`config.mk`:
```
export PLATFORM = sky130hd
export DESIGN_NAME = lzsd_fifo
export DESIGN_NICKNAME = d
export VERILOG_FILES = /design/src/design/lzsd_fifo.sv
export SDC_FILE = /design/constraint.sdc
export NUM_CORES = 1
export LEC_CHECK = 0
export ABC_CLOCK_PERIOD_IN_PS = 2410
export BUFFER_PORTS_ARGS = -buffer_cell sky130_fd_sc_hd__clkbuf_2
export CORE_UTILIZATION = 40
export DETAILED_ROUTE_END_ITERATION = 12
export PLACE_DENSITY_LB_ADDON = 0.1
export SLEW_MARGIN = 40
export SYNTH_ARGS = -nofsm -noshare
export SYNTH_HDL_FRONTEND = slang
export SYNTH_SLANG_ARGS = --single-unit
```
`constraint.sdc`:
```
create_clock -name clk -period 2.41 [get_ports clk]
set_clock_uncertainty 0.05 [all_clocks]
set_input_delay 0.6025 -clock clk [delete_from_list [all_inputs] [get_ports clk]]
set_output_delay 0.6025 -clock clk [all_outputs]
set_load 0.01 [all_outputs]
```
`src/design/lzsd_fifo.sv`:
```
// ----------------------------------------------------------------------------
// lzsd_fifo: small register queue
// First-in first-out buffer of flip-flops with full and empty flags.
// ----------------------------------------------------------------------------
module lzsd_fifo #(
  parameter int WIDTH = 8,
  parameter int DEPTH = 2
) (
  input  logic             clk,
  input  logic             rst_n,
  input  logic             push,
  input  logic [WIDTH-1:0] wdata,
  output logic             full,
  input  logic             pop,
  output logic [WIDTH-1:0] rdata,
  output logic             empty
);
  localparam int PW = (DEPTH > 1) ? $clog2(DEPTH) : 1;
  localparam int CW = $clog2(DEPTH + 1);
  localparam logic [PW-1:0] PLAST = PW'(DEPTH - 1);

  logic [WIDTH-1:0] mem_r [DEPTH];
  logic [PW-1:0]    wr_r, rd_r;
  logic [CW-1:0]    cnt_r;
  logic             do_push, do_pop;

  assign full    = (cnt_r == CW'(DEPTH));
  assign empty   = (cnt_r == '0);
  assign do_push = push && !full;
  assign do_pop  = pop && !empty;
  assign rdata   = mem_r[rd_r];

  // store payload
  always_ff @(posedge clk) begin
    if (do_push) mem_r[wr_r] <= wdata;
  end

  // advance pointers and count
  always_ff @(posedge clk) begin
    if (!rst_n) begin
      wr_r  <= '0;
      rd_r  <= '0;
      cnt_r <= '0;
    end else begin
      if (do_push) wr_r <= (wr_r == PLAST) ? '0 : wr_r + 1'b1;
      if (do_pop)  rd_r <= (rd_r == PLAST) ? '0 : rd_r + 1'b1;
      if (do_push && !do_pop)      cnt_r <= cnt_r + 1'b1;
      else if (do_pop && !do_push) cnt_r <= cnt_r - 1'b1;
    end
  end
endmodule

```
## After elaboration in Yosys (flattened, before gate mapping)

Memory sizes are Yosys's and may differ from the RTL's. A register that Yosys moved wholly into a read port is not among the register bits.
Cells that the tools add are included.

| word-level totals | value |
|---|---|
| flip-flop bits (word level) | 4 |
| bits in latches | 0 |
| bits in writable memories | 16 |
| memory bits (read-only) | 0 |
| bits of input ports | 12 |
| output and inout bits | 10 |
| word-level logic and storage cells | 27 |
| memories kept | 1 |

| operators by class | value |
|---|---|
| $add $sub $neg | 4 |
| $mul | 0 |
| div/mod/pow operators | 0 |
| magnitude comparators | 0 |
| equal/unequal tests | 1 |
| shift-type cells | 0 |
| mux-type cells | 8 |
| bitwise logic cells | 0 |
| reductions and logical operators | 10 |

Memories:

| memory | words | width | read ports | clocked after memory_dff | write ports | line | RTL |
|---|---|---|---|---|---|---|---|
| mem_r | 2 | 8 | 1 | 1 | 1 | 22 | `logic [WIDTH-1:0] mem_r [DEPTH];` |

Operators by type and width:

| cell | number |
|---|---|
| two-way mux 1 bit | 6 |
| logical AND 1 bit | 4 |
| zero test 1 bit | 4 |
| two-way mux 2 bit | 2 |
| adder 1 bit (second input constant) | 2 |
| adder 2 x 1 -> 2 bit (second input constant) | 1 |
| == test 2 bit (second input constant) | 1 |
| zero test 2 bit | 1 |
| nonzero test 2 bit | 1 |
| subtractor 2 x 1 -> 2 bit (second input constant) | 1 |

## Depth between registers and ports, before layout

| logic depth | value |
|---|---|
| depth in word-level cells | 7 |
| depth in mapped cells | 7 |
| mapped depth without buffers | 7 |

## Worst setup path before layout

No wires, ideal clock.

| timing path | value |
|---|---|
| path kind | input to register |
| from | input pop |
| to | register cnt_r[1] |
| library setup time | 0.070 ns |
| data arrival time | 1.465 ns |
| data required time | 2.290 ns |
| setup slack | 0.825 ns |
| cell stages on the path | 4 |
| buffers on the path | 0 |
| cell sequence | o21ai_1 > ha_1 > or3_1 > a21boi_1 |

| between the ends | value |
|---|---|
| cells in the longest elaborated chain, start to end | 4 |
| elaborated cells on any way between the ends | 6 |
| those cells by class | mux (1); reduce/logical (5) |

Ends and longest elaborated chain:

| what | line | RTL |
|---|---|---|
| start, declared | 14 | `input logic pop,` |
| logical AND 1 bit * | 30 | `assign do_pop = pop && !empty;` |
| zero test 1 bit | 47 | `if (do_push && !do_pop) cnt_r <= cnt_r + 1'b1;` |
| logical AND 1 bit | 47 |  |
| two-way mux 2 bit / nonzero test 2 bit (equally long branches) | - |  |
| end signal, assigned | 47 |  |
| end signal, assigned | 48 | `else if (do_pop && !do_push) cnt_r <= cnt_r - 1'b1;` |
| end, declared | 24 | `logic [CW-1:0] cnt_r;` |

Mark *: on every way between the ends. The rest lies on a longest branch, timed or not.
A chain may end at the register's enable or synchronous reset.

==> impl_metrics.toml <==
[global_route]
grt.met3_usage_pct = 3.46
grt_max_degree = 13
grt.busiest_layer = "met2"
grt_pass1_wl_um = 1680
use_met2_pct = 20.6
grt-ovfl-total = 0
grt_use_total_pct = 11.7
antenna_found_initial = 0
grt_pass1_vias = 403
gr-usage-met1_pct = 13.9

[timing]
tightest_slew_ns = 0.677
setup_viol_count_final = 0
slew_headroom_pct = 54.6
fin_tns_setup_ns = 0
period_share_pct = 83.3
rsz0062_at_grt = "no"
finalMaxSlewViolations = 0
min_period_ns = 2.01
hold_viol = 0
fmax_mhz = 498

[setup_path]
critPathRequiredTime_ns = 1.76
criticalPathCategory = "reg2out"
crit_chain = "mux2_2 -> clkbuf_2"
critPathBufInv = 1
worstPathArrival_ns = 1.36
cp-start-kind = "flip-flop"
cpMaxStageDelayCell = "dfxtp_1"
r2r_slack_ns = 0.78
critPathCaptureType = "primary output"
path_depth = 2
rr_endpoint = "cnt_r[1]"
crit_fanout = 8
path_delay_family = "flip-flops"
r2r_cells = 6
r2r_start = "cnt_r[0]"
slowest_delay_ns = 0.55

[cts]
cts_resized = 0
hold_buffers = 0
post_cts_buffers = 0
clkLatencyLatePin_ns = 0.29
path_clk_slew_ns = 0.11
cts_tree = "done"
clockBufferDepth = 2
root_buffer = "clkbuf_4"
cts.htree.levels = 1
clock_sinks = 21
cts_made_buffers = 3

[drt]
via_per_inst = 4.67
vias = 462
drc = 0
ant_nets = 0
drt-total-wl_um = 1110
drt_first_pass_iters = 4
dr.first_iter.drc_count = 9
routedWlPerCell_um = 11.2

[synth]
ys_seq_area_share_pct = 71.7
synth-main-ff-cell = "edfxtp_1"
yosys_register_bits = 21
synth-edff-count = 16
syn-num-nets = 63
synth_area_per_cell_um2 = 16.2
syn_inst = 50
synth_largest_area_cell = "edfxtp_1"
yosysUniqueCellTypes = 20
yosys-top-cells-area = "edfxtp_1 (59%), dfxtp_1 (12%), mux2_2 (11%)"
synth_top_area_share_pct = 59.4
ys_warn_count = 0
synthArstFlopShare_pct = 0
netlist_area_um2 = 810

[run]
maxCapViolCount = 0

[die]
chipHeight_um = 47.0
rows = 15
dieWidth_um = 47.0
start_util_pct = 44.9
core_area_um2 = 1800
fp.dieArea_um2 = 2210
ios = 22

[placement]
place_congestion = 0.693
dp_cells = 95
numPortBuffers = 21

[power]
power.leakage_nw = 0.386
power_density_nw_per_um2 = 999
p_total_mw = 0.967
ir_drop_mv = 0.474

[min_path]
worstHoldPathType = "in2reg"
hp-start = "wdata[0]"
whs_path_depth = 1
min_to = "mem_r[0][0]"

[finish]
final-instance-count-excl-fill = 99
nNetsFinal = 88
most-common-layout-cells = "clkbuf_2 (21), edfxtp_1 (16), mux2_2 (8), dfxtp_1 (5)"
layout_commonest_cell = "clkbuf_2"
area_growth_pct = 19.6
layout-drive-gt1-share_pct = 47.3
antenna_cells = 0

[status]
status = "finished clean"
==> metrics by stage <==
step                      util, %  hold slack (ns)  setup slack (ns)  area, um2
after floorplan                 -            0.433             0.825        810
after global placement       52.2            0.465             0.633        941
after detailed placement     52.2            0.468             0.628        941
after CTS                    53.8            0.433             0.371        968
after global routing         53.8            0.414             0.315        968
final                        53.8            0.441             0.402        968
==> logic make-up after synthesis <==
group	Yosys count	synth area share (%)
xor gates and xnor gates	3	3.25
buffers and inverters	3	1.54
and+or+nand+nor	9	6.80
DFF	21	71.7
adders and majority gates	1	1.55
muxes	8	11.1
AOI/OAI and AO/OA	5	4.02
==> cell usage after synthesis, types with 2 or more instances <==
master    instances
edfxtp_1         16
mux2_2            8
dfxtp_1           5
and2_1            3
nor2_1            2
xnor2_1           2
==> worst max path at each step <==
stage	from	endpoint	slack [ns]
2_1_floorplan	pop	cnt_r[1]	0.82
3_3_place_gp	push	mem_r[0][2]	0.63
3_5_place_dp	push	mem_r[0][2]	0.63
4_1_cts	flip-flop	rdata[6]	0.37
5_1_grt	flip-flop	rdata[5]	0.32
6_report	flip-flop	rdata[5]	0.40
==> layout make-up <==
class	instances	area [um2]
Fill cell	166	833
Sequential cell	21	581
Multi-Input combinational cell	26	216
Timing Repair Buffer	21	105
Tap cell	25	31.3
Clock buffer	3	22.5
Inverter	2	7.51
Clock inverter	1	5.00
==> registers in the layout, summed over array words and instances, names as in the netlist, named ones only <==
signal	count
rd_r	1
wr_r	1
cnt_r	2
mem_r	16
==> layer usage <==
layer | vias to the layer above | part of all wire (%)
li1 | 230 | -
met1 | 219 | 43
met2 | 13 | 51
met3 | 0 | 5.7
met4 | 0 | 0
met5 | - | 0
==> power by group <==
group	switching (mW)	internal [mW]
Combinational	0.143	0.156
Sequential	0.0479	0.462
Clock	0.0970	0.0616
(Power assumes the default switching activity.)
