File: src/design/lzsd_pkg.sv
// ----------------------------------------------------------------------------
// lzsd_pkg: shared types and constants of the LZSS descriptor stream decoder
// Holds the port payload structs, the parser phases and the command format
// that passes from the parser to the copy engine.
// ----------------------------------------------------------------------------
package lzsd_pkg;

  localparam int WINDOW_SIZE_DEF = 8192;
  localparam int OUT_LANES_DEF   = 8;
  localparam int LANES_MAX       = 8;
  localparam int CMD_DEPTH       = 4;
  localparam int OUT_DEPTH       = 2;

  typedef struct packed {
    logic [7:0] in_byte;
    logic       stream_start;
  } in_item_t;

  typedef struct packed {
    logic [7:0] out_byte0;
    logic [7:0] out_byte1;
    logic [7:0] out_byte2;
    logic [7:0] out_byte3;
    logic [7:0] out_byte4;
    logic [7:0] out_byte5;
    logic [7:0] out_byte6;
    logic [7:0] out_byte7;
    logic [3:0] valid_count;
    logic       last_of_run;
    logic       stream_end;
  } out_item_t;

  typedef enum logic [2:0] {
    PH_CODE, PH_CODE2, PH_LIT, PH_INL_DIST, PH_INL_LEN, PH_HIGH, PH_LOW, PH_LONGLEN
  } phase_t;

  typedef enum logic [1:0] {
    CMD_NONE, CMD_LIT, CMD_COPY, CMD_END
  } cmd_kind_t;

  typedef struct packed {
    cmd_kind_t   kind;
    logic        restart;
    logic [7:0]  data;
    logic [13:0] distance;
    logic [8:0]  len;
  } cmd_t;

  typedef enum logic [1:0] {
    BK_CLEAR, BK_IDLE, BK_READ, BK_WRITE
  } back_state_t;

endpackage

File: src/design/lzsd_front.sv
// ----------------------------------------------------------------------------
// lzsd_front: descriptor parser
// Consumes one compressed byte per request and turns it into one command
// (none, literal, copy or end) for the copy engine.
// ----------------------------------------------------------------------------
module lzsd_front (
  input  logic               clk,
  input  logic               rst_n,
  input  logic               accept,
  input  lzsd_pkg::in_item_t in_item,
  output lzsd_pkg::cmd_t     cmd
);
  lzsd_pkg::phase_t ph_r, ph_nxt;
  logic [7:0]  dbyte_r, dbyte_nxt;
  logic [3:0]  bits_r, bits_nxt;
  logic [7:0]  hb_r, hb_nxt;
  logic [13:0] dist_r, dist_nxt;
  logic        fin_r, fin_nxt;
  logic [7:0]  b;
  logic        bit_v;

  assign b = in_item.in_byte;

  // parse one byte, then drain descriptor bits
  always_comb begin
    ph_nxt    = in_item.stream_start ? lzsd_pkg::PH_CODE : ph_r;
    dbyte_nxt = in_item.stream_start ? 8'd0 : dbyte_r;
    bits_nxt  = in_item.stream_start ? 4'd0 : bits_r;
    hb_nxt    = in_item.stream_start ? 8'd0 : hb_r;
    dist_nxt  = in_item.stream_start ? 14'd0 : dist_r;
    fin_nxt   = in_item.stream_start ? 1'b0 : fin_r;
    cmd.kind     = lzsd_pkg::CMD_NONE;
    cmd.restart  = in_item.stream_start;
    cmd.data     = b;
    cmd.distance = 14'd0;
    cmd.len      = 9'd0;
    bit_v        = 1'b0;
    if (!fin_nxt) begin
      unique case (ph_nxt)
        lzsd_pkg::PH_CODE, lzsd_pkg::PH_CODE2, lzsd_pkg::PH_INL_LEN: begin
          dbyte_nxt = b;
          bits_nxt  = 4'd8;
        end
        lzsd_pkg::PH_LIT: begin
          cmd.kind = lzsd_pkg::CMD_LIT;
          ph_nxt   = lzsd_pkg::PH_CODE;
        end
        lzsd_pkg::PH_INL_DIST: begin
          dist_nxt = 14'h100 - {6'd0, b};
          hb_nxt   = 8'd1;
          ph_nxt   = lzsd_pkg::PH_INL_LEN;
        end
        lzsd_pkg::PH_HIGH: begin
          hb_nxt = b;
          ph_nxt = lzsd_pkg::PH_LOW;
        end
        lzsd_pkg::PH_LOW: begin
          dist_nxt = 14'h2000 - {1'b0, hb_nxt[7:3], b};
          if (hb_nxt[2:0] != 3'd0) begin
            cmd.kind     = lzsd_pkg::CMD_COPY;
            cmd.distance = dist_nxt;
            cmd.len      = 9'd10 - {6'd0, hb_nxt[2:0]};
            ph_nxt       = lzsd_pkg::PH_CODE;
          end else begin
            ph_nxt = lzsd_pkg::PH_LONGLEN;
          end
        end
        lzsd_pkg::PH_LONGLEN: begin
          if (b != 8'd0) begin
            cmd.kind     = lzsd_pkg::CMD_COPY;
            cmd.distance = dist_nxt;
            cmd.len      = {1'b0, b} + 9'd9;
            ph_nxt       = lzsd_pkg::PH_CODE;
          end else begin
            cmd.kind = lzsd_pkg::CMD_END;
            fin_nxt  = 1'b1;
          end
        end
        default: ph_nxt = lzsd_pkg::PH_CODE;
      endcase
      if (!fin_nxt) begin
        for (int i = 0; i < 8; i++) begin
          if ((ph_nxt == lzsd_pkg::PH_CODE || ph_nxt == lzsd_pkg::PH_CODE2 ||
               ph_nxt == lzsd_pkg::PH_INL_LEN) && bits_nxt != 4'd0) begin
            bit_v     = dbyte_nxt[7];
            dbyte_nxt = {dbyte_nxt[6:0], 1'b0};
            bits_nxt  = bits_nxt - 4'd1;
            if (ph_nxt == lzsd_pkg::PH_CODE) begin
              ph_nxt = bit_v ? lzsd_pkg::PH_LIT : lzsd_pkg::PH_CODE2;
            end else if (ph_nxt == lzsd_pkg::PH_CODE2) begin
              ph_nxt = bit_v ? lzsd_pkg::PH_HIGH : lzsd_pkg::PH_INL_DIST;
            end else begin
              hb_nxt = {hb_nxt[6:0], bit_v};
              if (hb_nxt >= 8'd4) begin
                cmd.kind     = lzsd_pkg::CMD_COPY;
                cmd.distance = dist_nxt;
                cmd.len      = {7'd0, hb_nxt[1:0]} + 9'd2;
                ph_nxt       = lzsd_pkg::PH_CODE;
              end
            end
          end
        end
      end
    end
  end

  // hold parser state between requests
  always_ff @(posedge clk) begin
    if (!rst_n) begin
      ph_r    <= lzsd_pkg::PH_CODE;
      dbyte_r <= '0;
      bits_r  <= '0;
      hb_r    <= '0;
      dist_r  <= '0;
      fin_r   <= 1'b0;
    end else if (accept) begin
      ph_r    <= ph_nxt;
      dbyte_r <= dbyte_nxt;
      bits_r  <= bits_nxt;
      hb_r    <= hb_nxt;
      dist_r  <= dist_nxt;
      fin_r   <= fin_nxt;
    end
  end
endmodule

File: config.mk
export PLATFORM = sky130hd
export DESIGN_NAME = lzsd_front
export DESIGN_NICKNAME = d
export VERILOG_FILES = /design/src/design/lzsd_pkg.sv /design/src/design/lzsd_front.sv
export SDC_FILE = /design/constraint.sdc
export NUM_CORES = 1
export LEC_CHECK = 0
export ABC_AREA = 1
export BUFFER_PORTS_ARGS = -buffer_cell sky130_fd_sc_hd__buf_2
export CAP_MARGIN = 5
export CORE_ASPECT_RATIO = 1.2
export CORE_UTILIZATION = 39
export CTS_CLUSTER_DIAMETER = 80
export DETAILED_ROUTE_END_ITERATION = 7
export GPL_TIMING_DRIVEN = 0
export HOLD_SLACK_MARGIN = 0.12
export PLACE_DENSITY = 0.57
export SYNTH_ARGS = -nofsm -noshare
export SYNTH_HDL_FRONTEND = slang
export SYNTH_SLANG_ARGS = --single-unit
export TNS_END_PERCENT = 10
File: constraint.sdc
create_clock -name clk -period 23.3 [get_ports clk]
set_input_delay 2.33 -clock clk [delete_from_list [all_inputs] [get_ports clk]]
set_output_delay 2.33 -clock clk [all_outputs]
set_load 0.02 [all_outputs]
* Yosys cells after proc, flatten, opt, wreduce, memory -nomap -nowiden
Cells that the tools add are included.
** Storage, ports and cells
- Register bits after elaboration :: 38
- Bits in latches :: 0
- Memory bits (writable) :: 0
- Memory bits (read-only) :: 0
- Input port bits :: 12
- Word-level logic and storage cells :: 356
- Memories kept :: 0
** Cells by class
- Add/sub/neg operators :: 20
- $mul :: 0
- Divide/modulo/power cells :: 0
- Order comparisons :: 8
- Eq/ne operators :: 23
- Shifts and indexed selects :: 0
- Mux-type cells :: 255
- Bitwise gates (word level) :: 0
- Reduce and logical (&&, ||, !) cells :: 44
** Operators by type and width (number)
- 2-to-1 mux 23 bit :: 39
- 2-to-1 mux 8 bit :: 69
- 2-to-1 mux 3 bit :: 60
- 2-to-1 mux 4 bit :: 27
- 2-to-1 mux 2 bit :: 46
- greater-or-equal comparator 8 x 3 -> 1 bit (second input constant) :: 8
- one-hot mux 23 bit (2 select lines) :: 1
- 2-to-1 mux 14 bit :: 3
- equality test 3 bit (second input constant) :: 12
- nonzero test 4 bit :: 8
- subtractor 4 x 1 -> 4 bit (second input constant) :: 8
- one-hot mux 14 bit (2 select lines) :: 1
- equality test 3 x 1 -> 1 bit (second input constant) :: 9
- logical NOT 3 bit :: 9
- adder 2 x 2 -> 3 bit (second input constant) :: 8
- logical OR 1 bit :: 16
- one-hot mux 8 bit (2 select lines) :: 1
- one-hot mux 3 bit (5 select lines) :: 1
- subtractor 14 x 13 -> 14 bit (first input constant) :: 1
- subtractor 9 x 8 -> 10 bit (first input constant) :: 1
- adder 8 x 4 -> 9 bit (second input constant) :: 1
- logical AND 1 bit :: 8
- nonzero test 8 bit :: 1
- equality test 3 x 2 -> 1 bit (second input constant) :: 2
- 5 further kinds :: 10

* Logic depth before layout (Yosys ltp)
Gate-level depths: netlist of the first run.
- Depth in word-level cells :: 61
- Depth in mapped cells :: 73

* Worst setup path after synthesis of the first run
OpenSTA, ideal clock, no wires.
- Path type :: input -> output
- Start point :: input port in_item[0] (netlist name)
- End point :: output port cmd[0] (netlist name)
- Arrival time :: 10428 ps
- Required time :: 20970 ps
- Path slack :: 10542 ps
- Stages :: 71
- Cells stage by stage :: buf_6 inv_4 nand2_2 o21ai_2 buf_4 nand3_1 ha_1 nand2_1 nor2_2 inv_1 nand2_4 buf_4 nor2_1 nor2_2 ha_1 nand3_1 inv_2 nand2_2 [... 35 more ...] o21ai_2 ha_1 inv_1 nor2_1 nand2_4 nand3_4 buf_2 o21a_1 inv_1 ha_1 inv_1 nor2_2 nand2_4 buf_6 nand4_1 nor2_1 nor2_1 a21oi_1
** RTL lines
- from (decl) :: RTL line lzsd_front.sv:10 : input lzsd_pkg::in_item_t in_item,
- to (decl) :: RTL line lzsd_front.sv:11 : output lzsd_pkg::cmd_t cmd

==> impl_metrics.env, run 1 <==
export IMPL_postCtsResizedCells=0
export IMPL_final_setup_viol_count=0
export IMPL_dp_cells=1554
export IMPL_rr_worst_depth=67
export IMPL_via_count=8142
export IMPL_cp_slowest_cell="o21ai_0"
export IMPL_hold_viol=0
export IMPL_postLayoutCellArea_sq_um=7690
export IMPL_clkTransAtPathRegs_ns=0.06
export IMPL_synth_edf_count=0
export IMPL_cp_arrival_ns=12.07
export IMPL_critPathKind="primary input to primary output"
export IMPL_multi_input_area_sq_um=5230
export IMPL_areaGrowthSynthToFinish_pct=9.69
export IMPL_min_to="dbyte_r[2]"
export IMPL_crit_top_cell="nand2_1"
export IMPL_core_rowCount=53
export IMPL_netlist_instances=1293
export IMPL_slowest_delay_ns=0.42
export IMPL_status="finished clean"
export IMPL_yosys_warnings=0
export IMPL_clkLatencyLatePin_ns=0.29
export IMPL_post_route_period_util_pct=61.8
export IMPL_fmax_mhz=69.5
export IMPL_period_minus_slack_ns=14.40
export IMPL_routabilityCongestion=0.950
export IMPL_r2r_start="ph_r[0]"
export IMPL_finClkSkew_ns=0.00578
export IMPL_diodes=0
export IMPL_start_util_pct=39.9
export IMPL_hpwl_um=19000
export IMPL_cts_htree_levels=2
export IMPL_fin_nets=1363
export IMPL_syn_area_sq_um=7010
export IMPL_ys_ff_latch=38
export IMPL_synth_area_leader_cell="nand2_1"
export IMPL_crit_fanout=10
export IMPL_grt_util_all_layers_pct=24.6
export IMPL_postSynthAreaPerCell_sq_um=5.42
export IMPL_rsz0062_at_grt="false"
export IMPL_cts_buffers=5
export IMPL_ioPinCount=46
export IMPL_grt_overflow=0
export IMPL_dp_slack_ns=8.90
export IMPL_first_pass_iters=6
export IMPL_finalSetupTns_ns=0
export IMPL_portBuffers=41
export IMPL_clkSinkCount=38
export IMPL_slew_violations=0
export IMPL_relSlewSlack_pct=51.9
export IMPL_min_from="dbyte_r[2]"
export IMPL_clockBufferDepth=2
export IMPL_synthTopCellsByArea="nand2_1 21%, dfxtp_1 11%, inv_1 8.0%"
export IMPL_core_sq_um=17600
export IMPL_clockRootBuffer="clkbuf_16"
export IMPL_dieArea_sq_um=18500
export IMPL_grt_max_degree=13
export IMPL_dpl_cell_area_sq_um=7490
export IMPL_cts_hold_buf=0
export IMPL_stdcell_count=1562
export IMPL_critPathCaptureType="primary output"
export IMPL_nFillCells=1992
export IMPL_yosysSeqAreaShare_pct=10.9
export IMPL_synth_common_cells="399 x nand2_1, 149 x inv_1, 122 x nor2_1"
export IMPL_routedWlPerCell_um=14.7
export IMPL_drc=0
export IMPL_ant_nets=0
export IMPL_vias_per_cell=5.21
export IMPL_post_synth_top_area_fraction_pct=21.4
export IMPL_hold_class="flip-flop to flip-flop"
export IMPL_setup_ws_ns=8.90
export IMPL_reg2reg_to="hb_r[1]"
export IMPL_grt_pass1_wl_um=37600
export IMPL_synth_flop_cell="dfxtp_1"
export IMPL_cts_tree="done"
export IMPL_syn_nets=1315
export IMPL_die_h_um=149
export IMPL_cap_violations=0
export IMPL_max_slew_worst_pin_slew_ns=0.712
export IMPL_async_flop_share_pct=0
export IMPL_min_path_cells=2
export IMPL_antenna_found_initial=0
export IMPL_yosysMostFrequentCell="nand2_1"
export IMPL_rrSetupSlack_ns=13.41
export IMPL_worstPathRequired_ns=20.97
export IMPL_die_w_um=124
export IMPL_synth_cell_types=56
export IMPL_drt_iter0_drc=601
export IMPL_regArea_sq_um=761
export IMPL_post_cts_buffers=0
export IMPL_wirelength_um=23000
export IMPL_start_kind="primary input"
export IMPL_drive_gt1_share_pct=16.0
export IMPL_grt_pass1_vias=7537
[kinds of logic after synthesis]
family / Yosys count / synth area share, %
DFF: 38 / 10.9
adders and majority gates: 10 / 1.79
and+or+nand+nor: 749 / 50.0
buffers and inverters: 233 / 14.6
xor gates and xnor gates: 14 / 1.86
AOI/OAI and AO/OA: 249 / 20.9
[state kept, by name, summed over array words and instances, names as in the netlist]
name,cells
bits_r,4
dbyte_r,8
dist_r,14
fin_r,1
hb_r,8
ph_r,3
[stage by stage]
stage	utilization [%]	hold WS (ns)
global route	43.7	0.506
global placement	42.6	0.464
floorplan	-	0.444
finish	43.7	0.476
CTS	43.7	0.472
detailed placement	42.6	0.463
[cells in the final DEF, fill, tap and decap left out, drive strengths merged, types with 3 or more instances in the layout]
cell type,synthesis,final
clkinv,3,3
xnor2,10,10
o21ai,110,110
nand2,448,448
o211ai,12,12
xor2,4,4
nand3,109,109
dfxtp,38,38
buf,37,78
inv,175,175
nor3,8,8
clkbuf,18,24
o21a,7,7
a221oi,4,4
nor2,144,144
nand4,30,30
a21oi,74,74
a211oi,7,7
nor4,4,4
a31oi,8,8
ha,10,10
o22ai,13,13
[how the worst max path moves through the flow]
stage / from / to / slack (ns)
6_report: in_item[0] / cmd[2] / 8.90
4_1_cts: in_item[0] / cmd[2] / 8.87
3_5_place_dp: in_item[0] / cmd[2] / 8.90
5_1_grt: in_item[0] / cmd[2] / 7.91
2_1_floorplan: in_item[0] / cmd[0] / 10.54
3_3_place_gp: in_item[0] / cmd[2] / 8.92
[final cells by class]
type,instances,area share [%]
Sequential cell,38,9.90
Clock buffer,6,1.81
Inverter,178,8.76
Multi-Input combinational cell,1022,68.0
Clock inverter,2,0.781
Timing Repair Buffer,41,2.67
Buffer,55,4.51
Tap cell,220,3.58
[critical path, delay by kind of cell]
family	cells	cell delay, ns
buf+inv	20	2.49
simple gates	38	4.45
compound gates	5	0.98
fa+ha+maj	8	1.76
[per-layer routing]
layer / vias to the layer above / wire [um] / track usage (%)
met5: - / 0 / 0
met3: 47 / 847 / 1.22
met4: 0 / 839 / 10.4
li1: 4303 / - / -
met1: 3598 / 9670 / 28.4
met2: 194 / 11700 / 47.0
Power of run 1 is left out: the tool's default activity adds up to more than one toggle a clock period on the data nets, which glitch-free logic cannot reach.
==> inputs of run 2 (changes only) <==
--- a/config.mk
+++ b/config.mk
@@ -5,7 +5,7 @@
 export SDC_FILE = /design/constraint.sdc
 export NUM_CORES = 1
 export LEC_CHECK = 0
-export ABC_AREA = 1
+export ABC_AREA = 0
 export BUFFER_PORTS_ARGS = -buffer_cell sky130_fd_sc_hd__buf_2
 export CAP_MARGIN = 5
 export CORE_ASPECT_RATIO = 1.2
@@ -14,7 +14,7 @@
 export DETAILED_ROUTE_END_ITERATION = 7
 export GPL_TIMING_DRIVEN = 0
 export HOLD_SLACK_MARGIN = 0.12
-export PLACE_DENSITY = 0.57
+export PLACE_DENSITY = 0.59
 export SYNTH_ARGS = -nofsm -noshare
 export SYNTH_HDL_FRONTEND = slang
 export SYNTH_SLANG_ARGS = --single-unit
==> constraint.sdc (replaced) <==
create_clock -name clk -period 13.1 [get_ports clk]
set_input_delay 1.31 -clock clk [delete_from_list [all_inputs] [get_ports clk]]
set_output_delay 1.31 -clock clk [all_outputs]
set_load 0.02 [all_outputs]
==> impl_metrics.env, run 2 <==
export IMPL_p_per_area_nw_per_um2=311
export IMPL_largest_registers="dist_r x14, dbyte_r x8, hb_r x8"
export IMPL_antenna_found_initial=0
export IMPL_yosysSeqAreaShare_pct=10.8
export IMPL_largest_reg_flops=14
export IMPL_synthSimpleGateAreaFrac_pct=29.7
export IMPL_routabilityCongestion=0.942
export IMPL_fmax_mhz=79.3
export IMPL_worstPathRequired_ns=11.79
export IMPL_top_register="dist_r"
export IMPL_cts_htree_levels=2
export IMPL_critPathCaptureType="primary output"
export IMPL_cp_arrival_ns=11.31
export IMPL_clockBufferDepth=2
export IMPL_areaGrowthSynthToFinish_pct=21.7
export IMPL_finalSetupTns_ns=0
export IMPL_cts_tree="done"
export IMPL_wirelength_um=25800
export IMPL_critPathKind="primary input to primary output"
export IMPL_regArea_sq_um=761
export IMPL_diodes=0
export IMPL_clockRootBuffer="clkbuf_16"
export IMPL_final_setup_viol_count=0
export IMPL_yosys_warnings=0
export IMPL_drive_gt1_share_pct=24.9
export IMPL_hold_class="flip-flop to flip-flop"
export IMPL_cp_slowest_cell="or4_4"
export IMPL_cts_buffers=5
export IMPL_relSlewSlack_pct=32.2
export IMPL_cp_startpoint="in_item[0]"
export IMPL_final_common_cell="nand2_1"
export IMPL_clkLatencyLatePin_ns=0.29
export IMPL_vdd_drop_max_mv=0.171
export IMPL_first_pass_iters=5
export IMPL_synth_fa_ha_area_share_pct=1.78
export IMPL_power_leakage_nw=3.14
export IMPL_multi_input_area_sq_um=6180
export IMPL_drc=0
export IMPL_synth_flop_cell="dfxtp_1"
export IMPL_syn_area_sq_um=7030
export IMPL_clkSinkCount=38
export IMPL_synthMuxAreaShare_pct=10.3
export IMPL_finClkSkew_ns=0.00764
export IMPL_synth_cell_types=103
export IMPL_hold_viol=0
export IMPL_grt_max_degree=13
export IMPL_grt_overflow=0
export IMPL_ant_nets=0
export IMPL_crit_fanout=10
export IMPL_start_kind="primary input"
export IMPL_synth_xor_area_share_pct=4.98
export IMPL_status="finished clean"
export IMPL_portBuffers=38
export IMPL_netlist_instances=984
export IMPL_post_synth_top_area_fraction_pct=10.8
export IMPL_grt_pass1_vias=7714
export IMPL_synth_top_family_by_area="compound AO/OA/AOI/OAI gates"
export IMPL_synth_compound_area_share_pct=35.3
export IMPL_slowest_delay_ns=0.54
export IMPL_start_util_pct=40.0
export IMPL_r2r_start="ph_r[1]"
export IMPL_reg2reg_to="bits_r[3]"
export IMPL_core_sq_um=17600
export IMPL_rrSetupSlack_ns=2.20
export IMPL_power_mw=2.67
export IMPL_ys_ff_latch=38
export IMPL_synth_edf_count=0
export IMPL_nFillCells=1768
export IMPL_core_rowCount=53
export IMPL_fin_nets=1096
export IMPL_die_h_um=149
export IMPL_async_flop_share_pct=0
export IMPL_cts_hold_buf=0
export IMPL_routedWlPerCell_um=19.9
export IMPL_ioPinCount=46
export IMPL_synthTopCellsByArea="dfxtp_1 11%, mux2i_1 6.7%, nand2_1 5.8%"
export IMPL_postSynthAreaPerCell_sq_um=7.15
export IMPL_cap_violations=0
export IMPL_period_minus_slack_ns=12.62
export IMPL_rr_worst_depth=58
export IMPL_clkTransAtPathRegs_ns=0.06
export IMPL_die_w_um=125
export IMPL_syn_nets=1006
export IMPL_synth_common_cells="108 x nand2_1, 97 x nor2_1, 61 x a21oi_1"
export IMPL_grt_util_all_layers_pct=27.3
export IMPL_synth_area_leader_cell="dfxtp_1"
export IMPL_crit_end="cmd[12]"
export IMPL_vias_per_cell=6.23
export IMPL_via_count=8065
export IMPL_yosysMostFrequentCell="nand2_1"
export IMPL_max_slew_worst_pin_slew_ns=1.02
export IMPL_grt_pass1_wl_um=41000
export IMPL_post_route_period_util_pct=96.3
export IMPL_slew_violations=0
export IMPL_crit_top_cell="ha_4"
export IMPL_drt_iter0_drc=601
export IMPL_dieArea_sq_um=18600
export IMPL_hpwl_um=19900
export IMPL_final_cell_mix="106 x nand2_1, 94 x nor2_1, 59 x a21oi_1"
## run 2: logic make-up (layout without fill, tap and decap cells)
group / after synthesis / count (layout)
flops: 38 / 38
mux: 68 / 68
buf+inv: 103 / 194
compound gates: 333 / 333
simple gates: 392 / 392
xor+xnor: 40 / 40
fa+ha+maj: 10 / 10
## run 2: what timing repair did
action / in CTS / in global routing
resized for setup: 47 / 18
setup endpoints to repair: 34 / 18
cloned: 1 / 0
buffers inserted: 28 / 18
pin swaps: 15 / 14
## run 2: area by class of cell
type / instances / area share, %
multi-input combinational: 843 / 72.2
sequential: 38 / 8.88
timing repair buffer: 85 / 6.63
buffer: 79 / 6.20
tap: 220 / 3.21
clock buffer: 5 / 1.46
inverter: 22 / 0.964
clock inverter: 3 / 0.468
## run 2: worst min path at each step
stage | start | cells past startpoint | endpoint | slack [ns]
after global placement | dbyte_r[5] | 2 | dbyte_r[5] | 0.48
after global routing | dbyte_r[1] | 2 | dbyte_r[1] | 0.51
after detailed placement | dbyte_r[0] | 2 | dbyte_r[0] | 0.48
after floorplan | dbyte_r[0] | 2 | dbyte_r[0] | 0.43
after CTS | dbyte_r[0] | 2 | dbyte_r[0] | 0.49
final | dbyte_r[0] | 2 | dbyte_r[0] | 0.49
## run 2: metal layers
layer	vias to the layer above	part of all wire, %	global-route usage [%]
met2	269	50	49.5
met1	3810	43	33.1
met3	60	3.4	1.65
met5	-	0	0
li1	3926	-	-
met4	0	4.2	12.0
## run 2: power breakdown
group	internal [mW]	total, mW	switching [mW]
logic	0.995	2.36	1.37
registers	0.138	0.165	0.0273
clock network	0.0891	0.138	0.0491
## run 2: critical path: cells and delay by family
kind                     cells  cell delay [ns]
XOR/XNOR                     3             0.50
multiplexers                 2             0.50
AND/OR/NAND/NOR             17             2.54
adder cells (fa/ha/maj)      8             1.48
AO/OA/AOI/OAI               10             2.02
buffers and inverters       22             2.89
## run 2: stage by stage
stage               cells  setup WS [ns]  hold WS (ns)  cell area (sq um)  util (%)
finish               1295          0.484         0.492               8560      48.7
global route         1295        -0.0359         0.512               8560      48.7
global placement     1242          -2.30         0.482               7700      43.8
detailed placement   1242          -2.38         0.484               7700      43.8
floorplan             984         0.0133         0.432               7240         -
CTS                  1278         0.0336         0.493               8340      47.5
No activity file was read; power rests on OpenSTA's default activity.
==> inputs of run 3 (changes only) <==
--- a/config.mk
+++ b/config.mk
@@ -14,7 +14,8 @@
 export DETAILED_ROUTE_END_ITERATION = 7
 export GPL_TIMING_DRIVEN = 0
 export HOLD_SLACK_MARGIN = 0.12
-export PLACE_DENSITY = 0.59
+export PLACE_DENSITY = 0.57
+export REMOVE_ABC_BUFFERS = 1
 export SYNTH_ARGS = -nofsm -noshare
 export SYNTH_HDL_FRONTEND = slang
 export SYNTH_SLANG_ARGS = --single-unit
==> constraint.sdc (replaced) <==
create_clock -name clk -period 12 [get_ports clk]
set_input_delay 1.2 -clock clk [delete_from_list [all_inputs] [get_ports clk]]
set_output_delay 1.2 -clock clk [all_outputs]
set_load 0.02 [all_outputs]
==> impl_metrics.env, run 3 (synthesized netlist as in run 2, its figures left out) <==
export IMPL_cp_slowest_cell="or4_4"
export IMPL_final_cell_mix="104 x nand2_1, 94 x nor2_1, 60 x buf_4"
export IMPL_met1Wirelength_um=10500
export IMPL_cts_htree_levels=2
export IMPL_clockRootBuffer="clkbuf_16"
export IMPL_regArea_sq_um=764
export IMPL_dp_slack_ns=-5.28
export IMPL_wl_met2_um=12000
export IMPL_wirelength_um=24300
export IMPL_clockBufferDepth=2
export IMPL_relSlewSlack_pct=20.0
export IMPL_post_route_period_util_pct=96.9
export IMPL_routedWlPerCell_um=19.7
export IMPL_ant_nets=0
export IMPL_dieArea_sq_um=18600
export IMPL_drt_iter0_drc=614
export IMPL_cp_arrival_ns=10.43
export IMPL_cts_tree="done"
export IMPL_cp_startpoint="in_item[1]"
export IMPL_cts_buffers=5
export IMPL_multi_input_area_sq_um=6200
export IMPL_worstPathRequired_ns=10.80
export IMPL_diodes=0
export IMPL_hold_viol=0
export IMPL_drive_gt1_share_pct=24.2
export IMPL_slowest_delay_ns=0.55
export IMPL_slew_violations=0
export IMPL_final_common_cell="nand2_1"
export IMPL_core_rowCount=53
export IMPL_first_pass_iters=5
export IMPL_fmax_mhz=86.0
export IMPL_cap_violations=0
export IMPL_critPathKind="primary input to primary output"
export IMPL_antenna_found_initial=0
export IMPL_met3_length_um=955
export IMPL_nFillCells=1775
export IMPL_grt_max_degree=40
export IMPL_final_setup_viol_count=0
export IMPL_clkSinkCount=38
export IMPL_grt_overflow=0
export IMPL_rrSetupSlack_ns=1.94
export IMPL_top_layer_used="met4"
export IMPL_grt_util_all_layers_pct=25.7
export IMPL_hpwl_um=17800
export IMPL_start_util_pct=40.0
export IMPL_finalSetupTns_ns=0
export IMPL_grt_pass1_vias=7375
export IMPL_status="finished clean"
export IMPL_fin_nets=1036
export IMPL_core_sq_um=17600
export IMPL_p_per_area_nw_per_um2=341
export IMPL_clkLatencyLatePin_ns=0.30
export IMPL_ioPinCount=46
export IMPL_via_count=7913
export IMPL_hold_class="flip-flop to flip-flop"
export IMPL_die_w_um=125
export IMPL_die_h_um=149
export IMPL_drc=0
export IMPL_crit_fanout=9
export IMPL_vdd_drop_max_mv=0.179
export IMPL_r2r_start="ph_r[2]"
export IMPL_rr_worst_depth=48
export IMPL_max_slew_worst_pin_slew_ns=1.20
export IMPL_crit_end="cmd[10]"
export IMPL_critPathCaptureType="primary output"
export IMPL_start_kind="primary input"
export IMPL_areaGrowthSynthToFinish_pct=16.7
export IMPL_finClkSkew_ns=0.00979
export IMPL_reg2reg_to="dbyte_r[3]"
export IMPL_portBuffers=45
export IMPL_largest_registers="dist_r x14, dbyte_r x8, hb_r x8"
export IMPL_period_minus_slack_ns=11.63
export IMPL_power_leakage_nw=2.93
export IMPL_largest_reg_flops=14
export IMPL_routabilityCongestion=0.883
export IMPL_grt_pass1_wl_um=38700
export IMPL_vias_per_cell=6.41
export IMPL_top_register="dist_r"
export IMPL_setup_ws_ns=0.367
export IMPL_clkTransAtPathRegs_ns=0.06
## run 3: worst min path at each step
stage | from | to | slack [ns] | cells after the start
CTS | dbyte_r[3] | dbyte_r[3] | 0.50 | 2
floorplan | dbyte_r[0] | dbyte_r[0] | 0.43 | 2
global route | dbyte_r[1] | dbyte_r[1] | 0.52 | 2
global placement | dbyte_r[5] | dbyte_r[5] | 0.47 | 2
detailed placement | dbyte_r[5] | dbyte_r[5] | 0.48 | 2
finish | dbyte_r[3] | dbyte_r[3] | 0.49 | 2
## run 3: cell type report
type	instances	share of cell area [%]
multi-input cells	844	75.5
flip-flops and latches	38	9.32
repair buffers	103	8.69
well taps	220	3.35
clock buffers	5	1.52
inverters	22	1.05
clock inverters	3	0.549
## run 3: metrics by stage
stage          power (mW)  hold WS [ns]  instances  util, %  instance area (sq um)
2_1_floorplan        1.71         0.432        903        -                   6620
3_3_place_gp         2.14         0.470       1168     40.5                   7120
3_5_place_dp         2.17         0.478       1173     40.9                   7190
4_1_cts              2.58         0.496       1213     45.0                   7920
5_1_grt              3.03         0.517       1235     46.7                   8210
6_report             2.80         0.491       1235     46.7                   8210
## run 3: worst max-delay path: cells and delay by family
| family | cells | cell delay (ns) |
|---|---|---|
| mux | 2 | 0.59 |
| simple gates | 13 | 2.90 |
| xor+xnor | 3 | 0.61 |
| fa+ha+maj | 7 | 1.30 |
| compound gates | 11 | 2.05 |
| buf+inv | 12 | 1.74 |
## run 3: timing repair
action | in CTS | in global routing
hold buffers | 0 | 0
gates resized for setup | 64 | 23
cloned | 1 | 0
pin swaps | 14 | 15
setup endpoints to repair | 36 | 18
setup buffers | 31 | 22
## run 3: power by group
| part | total (mW) | internal [mW] | switching (mW) | leakage (nW) |
|---|---|---|---|---|
| Sequential | 0.210 | 0.151 | 0.0590 | 0.312 |
| Combinational | 2.43 | 1.01 | 1.41 | 2.54 |
| Clock | 0.162 | 0.0983 | 0.0633 | 0.0760 |
## run 3: per-layer routing
metal / vias to the layer above / global-route usage (%)
li1: 3809 / -
met1: 3800 / 31.6
met2: 252 / 46.4
met3: 52 / 1.97
met4: 0 / 9.88
met5: - / 0
